$ cat config.mk
export PLATFORM = sky130hd
export DESIGN_NAME = wav_pcm_stream_parser_flat
export DESIGN_NICKNAME = d
export VERILOG_FILES = /design/src/rtl/core/wpp_pkg.sv /design/src/rtl/core/wpp_if.sv /design/src/rtl/core/wpp_parse.sv /design/src/rtl/core/wpp_out.sv /design/src/rtl/core/wav_pcm_stream_parser.sv /design/src/flat_wrapper.sv
export SDC_FILE = /design/constraint.sdc
export NUM_CORES = 1
export LEC_CHECK = 0
export ABC_AREA = 1
export BUFFER_PORTS_ARGS = -buffer_cell sky130_fd_sc_hd__buf_2
export CORE_MARGIN = 2
export CORE_UTILIZATION = 48
export CTS_BUF_LIST = sky130_fd_sc_hd__clkbuf_8
export CTS_CLUSTER_DIAMETER = 200
export DETAILED_ROUTE_END_ITERATION = 16
export SLEW_MARGIN = 20
export SYNTH_ARGS = -nofsm -noshare
export SYNTH_HDL_FRONTEND = slang
export SYNTH_SLANG_ARGS = --single-unit
export TNS_END_PERCENT = 50
$ cat constraint.sdc
create_clock -name clk_i -period 15.93 [get_ports clk_i]
set_input_delay 2.3895 -clock clk_i [delete_from_list [all_inputs] [get_ports clk_i]]
set_output_delay 2.3895 -clock clk_i [all_outputs]
set_load 0.005 [all_outputs]
$ cat src/rtl/core/wpp_pkg.sv
// Package for the WAV PCM stream parser: result kinds, header offsets, tags
// and the event record passed from the parser to the output stage.
// No dependencies.
package wpp_pkg;

  // Result kinds
  typedef enum logic [1:0] {
    KIND_FRAME       = 2'd0,
    KIND_BAD_TAG     = 2'd1,
    KIND_STRIDE_ZERO = 2'd2
  } kind_e;

  // Canonical header layout
  localparam int unsigned HeaderLen = 44;
  localparam int unsigned PosW      = 6;
  localparam logic [PosW-1:0] PosRiffEnd  = 6'd3;
  localparam logic [PosW-1:0] PosWaveEnd  = 6'd11;
  localparam logic [PosW-1:0] PosFmtEnd   = 6'd15;
  localparam logic [PosW-1:0] PosChanLo   = 6'd22;
  localparam logic [PosW-1:0] PosChanHi   = 6'd23;
  localparam logic [PosW-1:0] PosBitsLo   = 6'd34;
  localparam logic [PosW-1:0] PosBitsHi   = 6'd35;
  localparam logic [PosW-1:0] PosStride   = 6'd36;
  localparam logic [PosW-1:0] PosDataEnd  = 6'd39;
  localparam logic [PosW-1:0] PosSize0    = 6'd40;
  localparam logic [PosW-1:0] PosSize1    = 6'd41;
  localparam logic [PosW-1:0] PosSize2    = 6'd42;
  localparam logic [PosW-1:0] PosSize3    = 6'd43;
  localparam logic [PosW-1:0] PosHdrDone  = 6'(HeaderLen);

  // Tags, big-endian as they appear in the byte stream
  localparam logic [31:0] TagRiff = 32'h5249_4646;
  localparam logic [31:0] TagWave = 32'h5741_5645;
  localparam logic [31:0] TagFmt  = 32'h666D_7420;
  localparam logic [31:0] TagData = 32'h6461_7461;

  // Bytes per sample (13 bits) times channel count (16 bits)
  localparam int unsigned StrideW = 29;

  // Event from the parser towards the output register
  typedef struct packed {
    logic        valid;
    kind_e       kind;
    logic [31:0] head;   // first four bytes of the frame
    logic        sb8;    // 8-bit unsigned samples
    logic        sb16;   // 16-bit signed samples
    logic        mono;
    logic        last;
  } evt_t;

endpackage

$ cat src/rtl/core/wpp_if.sv
// Handshake interfaces for the WAV PCM stream parser: input byte channel
// and result channel. No dependencies.
interface wpp_item_if;
  logic       valid;
  logic       ready;
  logic [7:0] byte_value;
  logic       first_byte;

  modport source (output valid, output byte_value, output first_byte, input ready);
  modport sink   (input valid, input byte_value, input first_byte, output ready);
endinterface

interface wpp_result_if;
  logic               valid;
  logic               ready;
  logic [1:0]         kind;
  logic signed [15:0] left_sample;
  logic signed [15:0] right_sample;
  logic               last_frame;

  modport source (output valid, output kind, output left_sample, output right_sample,
                  output last_frame, input ready);
  modport sink   (input valid, input kind, input left_sample, input right_sample,
                  input last_frame, output ready);
endinterface

$ cat src/rtl/core/wpp_parse.sv
// Header walker and data framer: tracks the header position, checks tags,
// captures the format fields and cuts the data chunk into frames.
// Depends on wpp_pkg.
module wpp_parse import wpp_pkg::*; (
  input  logic       clk_i,
  input  logic       rst_ni,
  input  logic       fire_i,
  input  logic [7:0] byte_value_i,
  input  logic       first_byte_i,
  output evt_t       evt_o
);

  logic [PosW-1:0]    pos_q, pos_d, cur_pos;
  logic [23:0]        tag_q, tag_d;
  logic [15:0]        chan_q, chan_d;
  logic [15:0]        bits_q, bits_d;
  logic [31:0]        size_q, size_d;
  logic [31:0]        seen_q, seen_d, cur_seen;
  logic [StrideW-1:0] offs_q, offs_d, cur_offs, offs_inc;
  logic [31:0]        head_q, head_d, cur_head;
  logic               stop_q, stop_d, cur_stop;
  logic [StrideW-1:0] stride_q, stride_d;
  logic [31:0]        tag_full;
  logic [31:0]        remain;
  logic               bad_tag;

  // A first byte restarts the file: the run-time state reads as cleared
  assign cur_pos  = first_byte_i ? '0 : pos_q;
  assign cur_stop = first_byte_i ? 1'b0 : stop_q;
  assign cur_seen = first_byte_i ? '0 : seen_q;
  assign cur_offs = first_byte_i ? '0 : offs_q;
  assign cur_head = first_byte_i ? '0 : head_q;

  assign tag_full = {tag_q, byte_value_i};
  assign offs_inc = cur_offs + 1'b1;
  // Data bytes left once this byte is counted
  assign remain   = size_q - cur_seen - 32'd1;

  assign bad_tag = (cur_pos == PosRiffEnd && tag_full != TagRiff) ||
                   (cur_pos == PosWaveEnd && tag_full != TagWave) ||
                   (cur_pos == PosFmtEnd  && tag_full != TagFmt)  ||
                   (cur_pos == PosDataEnd && tag_full != TagData);

  // Next state and event
  always_comb begin
    pos_d    = cur_pos;
    tag_d    = tag_q;
    chan_d   = chan_q;
    bits_d   = bits_q;
    size_d   = size_q;
    seen_d   = cur_seen;
    offs_d   = cur_offs;
    head_d   = cur_head;
    stop_d   = cur_stop;
    stride_d = stride_q;

    evt_o       = '0;
    evt_o.kind  = KIND_FRAME;
    evt_o.sb8   = (bits_q == 16'd8);
    evt_o.sb16  = (bits_q == 16'd16);
    evt_o.mono  = (chan_q == 16'd1);

    if (!cur_stop) begin
      if (cur_pos < PosHdrDone) begin
        // Header byte
        pos_d = cur_pos + 1'b1;
        tag_d = tag_full[23:0];
        case (cur_pos)
          PosChanLo: chan_d[7:0]   = byte_value_i;
          PosChanHi: chan_d[15:8]  = byte_value_i;
          PosBitsLo: bits_d[7:0]   = byte_value_i;
          PosBitsHi: bits_d[15:8]  = byte_value_i;
          PosStride: stride_d      = StrideW'(bits_q[15:3] * chan_q);
          PosSize0:  size_d[7:0]   = byte_value_i;
          PosSize1:  size_d[15:8]  = byte_value_i;
          PosSize2:  size_d[23:16] = byte_value_i;
          PosSize3:  size_d[31:24] = byte_value_i;
          default:   ;
        endcase
        if (bad_tag) begin
          stop_d      = 1'b1;
          evt_o.valid = 1'b1;
          evt_o.kind  = KIND_BAD_TAG;
          evt_o.sb8   = 1'b0;
          evt_o.sb16  = 1'b0;
        end else if (cur_pos == PosSize3 && stride_q == '0) begin
          stop_d      = 1'b1;
          evt_o.valid = 1'b1;
          evt_o.kind  = KIND_STRIDE_ZERO;
          evt_o.sb8   = 1'b0;
          evt_o.sb16  = 1'b0;
        end
      end else if (cur_seen < size_q && stride_q != '0) begin
        // Data byte
        seen_d = cur_seen + 1'b1;
        if (cur_offs < StrideW'(4)) begin
          case (cur_offs[1:0])
            2'd0:    head_d[7:0]   = byte_value_i;
            2'd1:    head_d[15:8]  = byte_value_i;
            2'd2:    head_d[23:16] = byte_value_i;
            default: head_d[31:24] = byte_value_i;
          endcase
        end
        if (offs_inc == stride_q) begin
          offs_d      = '0;
          evt_o.valid = 1'b1;
          evt_o.last  = (remain < {3'b000, stride_q});
        end else begin
          offs_d = offs_inc;
        end
      end
    end

    // Frame head including the byte taken now
    evt_o.head = head_d;
  end

  // State registers, loaded on each accepted item
  always_ff @(posedge clk_i or negedge rst_ni) begin
    if (!rst_ni) begin
      pos_q    <= '0;
      tag_q    <= '0;
      chan_q   <= '0;
      bits_q   <= '0;
      size_q   <= '0;
      seen_q   <= '0;
      offs_q   <= '0;
      head_q   <= '0;
      stop_q   <= 1'b0;
      stride_q <= '0;
    end else if (fire_i) begin
      pos_q    <= pos_d;
      tag_q    <= tag_d;
      chan_q   <= chan_d;
      bits_q   <= bits_d;
      size_q   <= size_d;
      seen_q   <= seen_d;
      offs_q   <= offs_d;
      head_q   <= head_d;
      stop_q   <= stop_d;
      stride_q <= stride_d;
    end
  end

endmodule

$ cat src/rtl/core/wpp_out.sv
// Sample conversion to Q1.15 and the result register with its handshake.
// Depends on wpp_pkg and wpp_result_if.
module wpp_out import wpp_pkg::*; (
  input  logic  clk_i,
  input  logic  rst_ni,
  input  logic  fire_i,
  input  evt_t  evt_i,
  output logic  load_ok_o,
  wpp_result_if.source result_o
);

  logic               valid_q;
  logic [1:0]         kind_q;
  logic signed [15:0] left_q, left_d;
  logic signed [15:0] right_q, right_d;
  logic               last_q;
  logic [15:0]        s8_lo, s8_hi;

  // Result register may take a new item when empty or being drained
  assign load_ok_o = !valid_q || result_o.ready;

  // 8-bit unsigned to Q1.15: flip the sign bit, scale by 256
  assign s8_lo = {evt_i.head[7] ^ 1'b1, evt_i.head[6:0], 8'h00};
  assign s8_hi = {evt_i.head[15] ^ 1'b1, evt_i.head[14:8], 8'h00};

  always_comb begin
    left_d  = '0;
    right_d = '0;
    if (evt_i.sb8) begin
      left_d  = s8_lo;
      right_d = s8_hi;
    end else if (evt_i.sb16) begin
      left_d  = evt_i.head[15:0];
      right_d = evt_i.head[31:16];
    end
    if (evt_i.mono) right_d = left_d;
  end

  // Valid flag
  always_ff @(posedge clk_i or negedge rst_ni) begin
    if (!rst_ni) begin
      valid_q <= 1'b0;
    end else if (load_ok_o) begin
      valid_q <= fire_i && evt_i.valid;
    end
  end

  // Payload
  always_ff @(posedge clk_i) begin
    if (load_ok_o && fire_i && evt_i.valid) begin
      kind_q  <= evt_i.kind;
      left_q  <= left_d;
      right_q <= right_d;
      last_q  <= evt_i.last;
    end
  end

  assign result_o.valid        = valid_q;
  assign result_o.kind         = kind_q;
  assign result_o.left_sample  = left_q;
  assign result_o.right_sample = right_q;
  assign result_o.last_frame   = last_q;

endmodule

$ cat src/rtl/core/wav_pcm_stream_parser.sv
// Channel   | Dir | Payload                                        | Accepted when
// item_i    | in  | byte_value[7:0], first_byte                    | valid && ready
// result_o  | out | kind[1:0], left/right_sample[15:0], last_frame | valid && ready
//
// One byte per cycle while ready; a result shows in the cycle after its byte.
// The per-byte cost is one counter step and a shift into the tag register; the
// frame stride product is formed once, at header byte 36.
// Reset clears all parser state; first_byte restarts parsing on the same byte.
// item_i.ready drops only while a result is held and result_o.ready is low.
//
// Top level of the WAV PCM stream parser. Depends on wpp_pkg, wpp_if,
// wpp_parse and wpp_out.
module wav_pcm_stream_parser import wpp_pkg::*; (
  input  logic         clk_i,
  input  logic         rst_ni,
  wpp_item_if.sink     item_i,
  wpp_result_if.source result_o
);

  logic fire;
  logic load_ok;
  evt_t evt;

  assign item_i.ready = load_ok;
  assign fire         = item_i.valid && load_ok;

  // Header and data parsing
  wpp_parse u_parse (
    .clk_i        (clk_i),
    .rst_ni       (rst_ni),
    .fire_i       (fire),
    .byte_value_i (item_i.byte_value),
    .first_byte_i (item_i.first_byte),
    .evt_o        (evt)
  );

  // Conversion and result register
  wpp_out u_out (
    .clk_i     (clk_i),
    .rst_ni    (rst_ni),
    .fire_i    (fire),
    .evt_i     (evt),
    .load_ok_o (load_ok),
    .result_o  (result_o)
  );

endmodule

$ cat src/flat_wrapper.sv
// flat-port wrapper written by rule: the top's interface ports become plain ports
module wav_pcm_stream_parser_flat import wpp_pkg::*;
  (clk_i, rst_ni, item_i_valid, item_i_byte_value, item_i_first_byte, item_i_ready, result_o_valid, result_o_kind, result_o_left_sample, result_o_right_sample, result_o_last_frame, result_o_ready);
  wpp_item_if item_i_i ();
  wpp_result_if result_o_i ();
  input  logic clk_i;
  input  logic rst_ni;
  input wire logic [$bits(item_i_i.valid)-1:0] item_i_valid;
  input wire logic [$bits(item_i_i.byte_value)-1:0] item_i_byte_value;
  input wire logic [$bits(item_i_i.first_byte)-1:0] item_i_first_byte;
  output wire logic [$bits(item_i_i.ready)-1:0] item_i_ready;
  output wire logic [$bits(result_o_i.valid)-1:0] result_o_valid;
  output wire logic [$bits(result_o_i.kind)-1:0] result_o_kind;
  output wire logic [$bits(result_o_i.left_sample)-1:0] result_o_left_sample;
  output wire logic [$bits(result_o_i.right_sample)-1:0] result_o_right_sample;
  output wire logic [$bits(result_o_i.last_frame)-1:0] result_o_last_frame;
  input wire logic [$bits(result_o_i.ready)-1:0] result_o_ready;
  assign item_i_i.valid = item_i_valid;
  assign item_i_i.byte_value = item_i_byte_value;
  assign item_i_i.first_byte = item_i_first_byte;
  assign item_i_ready = item_i_i.ready;
  assign result_o_valid = result_o_i.valid;
  assign result_o_kind = result_o_i.kind;
  assign result_o_left_sample = result_o_i.left_sample;
  assign result_o_right_sample = result_o_i.right_sample;
  assign result_o_last_frame = result_o_i.last_frame;
  assign result_o_i.ready = result_o_ready;
  wav_pcm_stream_parser u_core (.clk_i(clk_i), .rst_ni(rst_ni), .item_i(item_i_i), .result_o(result_o_i));
endmodule
==> run summary <==
* 0.71 ns — Worst path max stage delay
* flop — endpoint kind of the worst setup timing path
* 22100 — number of global-route vias before repair
* 0.06 ns — post-CTS clock slew at the launch and capture registers of the worst setup and hold paths
* 253 — clock sink total
* sky130_fd_sc_hd__clkbuf_8 — Clock Tree Root
* 0.66 ns — Clk Latency, worst-skew pair
* primary input — crit start category
* 0 — CTS Hold Bufs
* reg2reg — worst min-delay path class
* 50 — top-level port count
* 13.5 nW — cell leakage power
* 7 — total iterations of the first detailed-routing run
* 6.99 ns — Final min period
* 0 — max cap viols
* 82 — Core Rows
* 0 — antenna violation net count after detailed routing
* 4199 — Final Instance Count excl. Fillers
* 49 — total CTS buffers
* 0.0358 ns — worst clock skew on the final layout
* 7.26 ns — CP Data Arrival Time
* 2.09 mW — Power, Total
* 1.13 ns — Slew @ Worst Pin
* 3 — buffer levels on the longest clock path
* 0 ns — accumulated negative setup slack
* 35 — number of enable-type register cells in the synthesized netlist
* 0 — Final Setup Violations
* 8.94 ns — setup ws final
* 22800 — detailed-route via count
* 50400 µm² — Core ar.
* 2239 — DR iter-0 viols
* 24600 µm² — mapped cell area
* 0.241 — Slew Limit Headroom
* 123 µV — VDD IR max
* 0.298 — GRT Resource Usage Total
* 4108 — post-placement cell count
* 0.862 — Async SR Flop Fraction
* 0.0579 — share of post-route cells with drive strength above 1
* 0.439 — crit share post-route
* 53 — count of distinct cell types in the synthesized netlist
* 0.143 GHz — top achievable clock speed
* 79.3 nW/µm² — power density normalized to cell area
* done — TritonCTS clock tree
* 3846 — synthesized netlist net count
* 16.20 ns — required time of the worst setup path
* sky130_fd_sc_hd__dfrtp_1 — most frequently used flop master after synthesis
* 77 — maximum number of pins on one net before global-route repair
* 53000 µm² — area of the die
* 230 µm — Horiz. Die Dim
* 0 — DRC Markers
* 0.488 — initial core utilization
* 78300 µm — routed wire length
* 0 — max-slew violation count
* 0.265 — Seq/Total Area, Yosys
* 59900 µm — hpwl dp
* 0.998 — routability congestion estimate
* false — RSZ-0062 raised after global routing
* 8.42 ns — worst slack, placed
* 7.01 µm² — Avg Cell Area, Syn
* sky130_fd_sc_hd__nand2_1 — most frequent cell on the critical path
* in2reg — WS Path Type
* 0 — Final Hold Viols
* 7.06% — area grow syn2layout
* buf_2 > inv_2 > buf_4 > nand2_1 > inv_1 > ha_1 > nand3_1 > nor2_2 > nand3_1 > inv_1 > nand2_1 > nand2_1 > nand2_1 > inv_1 > nor2_1 > nor2_1 > nand2_1 > nor2_2 > nand4_1 > nand2_1 > nand2_1 > inv_1 > buf_4 — series of cell instances along the critical path
* 3504 — number of instances in the synthesized netlist
* 0 — Post-CTS Repair Setup Buffers
* completed — outcome
* 49 — count of buffers from port buffering
* 0 — post-cts sizing count
* 253 — count of state elements after synthesis
* 3829 — Final #Nets
* 74 — Max FO, Critical Path
* 2 — H-tree levels
* 5.42 — post-detailed-route via-to-cell ratio
* 230 µm — y dimension of the die
* 18 — R2R depth
* 18.6 µm — DR WL/cell
* 0 — residual overflow from global routing
* 2 — Hold Path Depth
* sky130_fd_sc_hd__buf_4 — Worst path slowest cell
* 0 — count of synthesis-stage warnings from yosys
* 124000 µm — first-pass GRT wire length
* 1 — number of antenna violations at the first check in global routing
-- path summary, 6_finish.rpt --
kind | startpoint | slack [ns] | endpoint
setup reg to reg | u_core.u_parse.bits_q[12] | 9.98 | u_core.u_parse.stride_q[25]
min in group asynchronous | rst_ni | 1.74 | u_core.u_parse.offs_q[25]
max in group asynchronous | rst_ni | 12.69 | u_core.u_parse.size_q[0]
setup / recovery | item_i_first_byte | 8.94 | u_core.u_out.result_o.right_sample[11]
hold reg to reg | u_core.u_parse.offs_q[26] | 0.48 | u_core.u_parse.offs_q[26]
hold / removal | u_core.u_parse.offs_q[26] | 0.48 | u_core.u_parse.offs_q[26]
-- kinds of logic (layout without fill, tap and decap cells) --
kind of cell,after synthesis,count (layout),synth area share
AOI/OAI and AO/OA,440,440,0.0948
xor gates and xnor gates,81,81,0.0294
adders and majority gates,329,329,0.215
buffers and inverters,771,793,0.120
DFF,253,253,0.265
other,0,1,0
and+or+nand+nor,1630,1630,0.276
-- critical path: cells and delay by family --
kind	cells	cell delay, ns
AND/OR/NAND/NOR	14	2.37
buffers and inverters	8	2.07
adder cells (fa/ha/maj)	1	0.32
-- per-layer routing --
layer	part of all wire	vias to the layer above	global-route usage
li1	-	10900	-
met1	0.45	10800	0.424
met2	0.45	906	0.473
met3	0.075	141	0.0440
met4	0.025	0	0.0869
met5	0	-	0
-- placed cells by master (no fill, tap or decap), types with 12 or more instances in the layout --
cell type,instances
sky130_fd_sc_hd__edfxtp_1,35
sky130_fd_sc_hd__inv_2,15
sky130_fd_sc_hd__dfrtp_1,218
sky130_fd_sc_hd__nand3_1,162
sky130_fd_sc_hd__buf_4,17
sky130_fd_sc_hd__clkinv_2,12
sky130_fd_sc_hd__ha_1,174
sky130_fd_sc_hd__nor2_2,15
sky130_fd_sc_hd__a31oi_1,13
sky130_fd_sc_hd__a21oi_1,154
sky130_fd_sc_hd__nor4_1,28
sky130_fd_sc_hd__inv_1,630
sky130_fd_sc_hd__o21ai_1,21
sky130_fd_sc_hd__o21ai_0,211
sky130_fd_sc_hd__nor3_1,28
sky130_fd_sc_hd__nand2_1,1006
sky130_fd_sc_hd__xnor2_1,38
sky130_fd_sc_hd__nand4_1,53
sky130_fd_sc_hd__fa_1,155
sky130_fd_sc_hd__buf_2,48
sky130_fd_sc_hd__clkbuf_8,60
sky130_fd_sc_hd__nor2_1,300
sky130_fd_sc_hd__xor2_1,42
-- Yosys cell counts, drive strengths merged (8+ instances only) --
cell    count  area (µm²)
a31oi      13        81.3
nand3     164         838
dfrtp     218        5460
clkbuf    107         402
nor2      320        1280
edfxtp     35        1050
buf        27         156
o21ai     233        1170
xor2       42         368
xnor2      38         333
nand4      57         390
a21oi     155         780
nand2    1011        3800
fa        155        3100
inv       634        2380
nor4       28         175
ha        174        2180
nor3       30         160
or2         8        50.1
-- where the power goes --
group | internal, mW | leakage (nW) | switching, mW
sequential | 0.714 | 3.23 | 0.128
clock | 0.394 | 0.599 | 0.317
combinational | 0.170 | 9.70 | 0.364
total | 1.28 | 13.5 | 0.808
-- cell type report --
class                   instances  area, µm²
well taps                     672        841
clock inverters                30        238
flip-flops and latches        253       6510
fillers                      5058      24100
diodes                          1       2.50
repair buffers                 66        383
clock buffers                  60        826
multi-input cells            2480      15100
inverters                     637       2390
-- metrics by stage --
stage | hold slack [ns] | utilization | area (µm²)
floorplan | 0.449 | - | 24600
global placement | 0.463 | 0.501 | 25200
detailed placement | 0.466 | 0.501 | 25200
CTS | 0.483 | 0.522 | 26300
global route | 0.500 | 0.522 | 26300
finish | 0.477 | 0.522 | 26300
-- state kept, by name, summed over array words and instances, names as in the netlist, 6 cells and up --
| signal | count |
|---|---|
| u_core.u_parse.pos_q | 6 |
| u_core.u_out.result_o.right_sample | 16 |
| u_core.u_parse.size_q | 32 |
| u_core.u_parse.bits_q | 16 |
| u_core.u_parse.stride_q | 29 |
| u_core.u_out.result_o.left_sample | 16 |
| u_core.u_parse.offs_q | 29 |
| u_core.u_parse.chan_q | 16 |
| u_core.u_parse.tag_q | 24 |
| u_core.u_parse.head_q | 32 |
| u_core.u_parse.seen_q | 32 |
No activity file was read; power rests on OpenSTA's default activity.
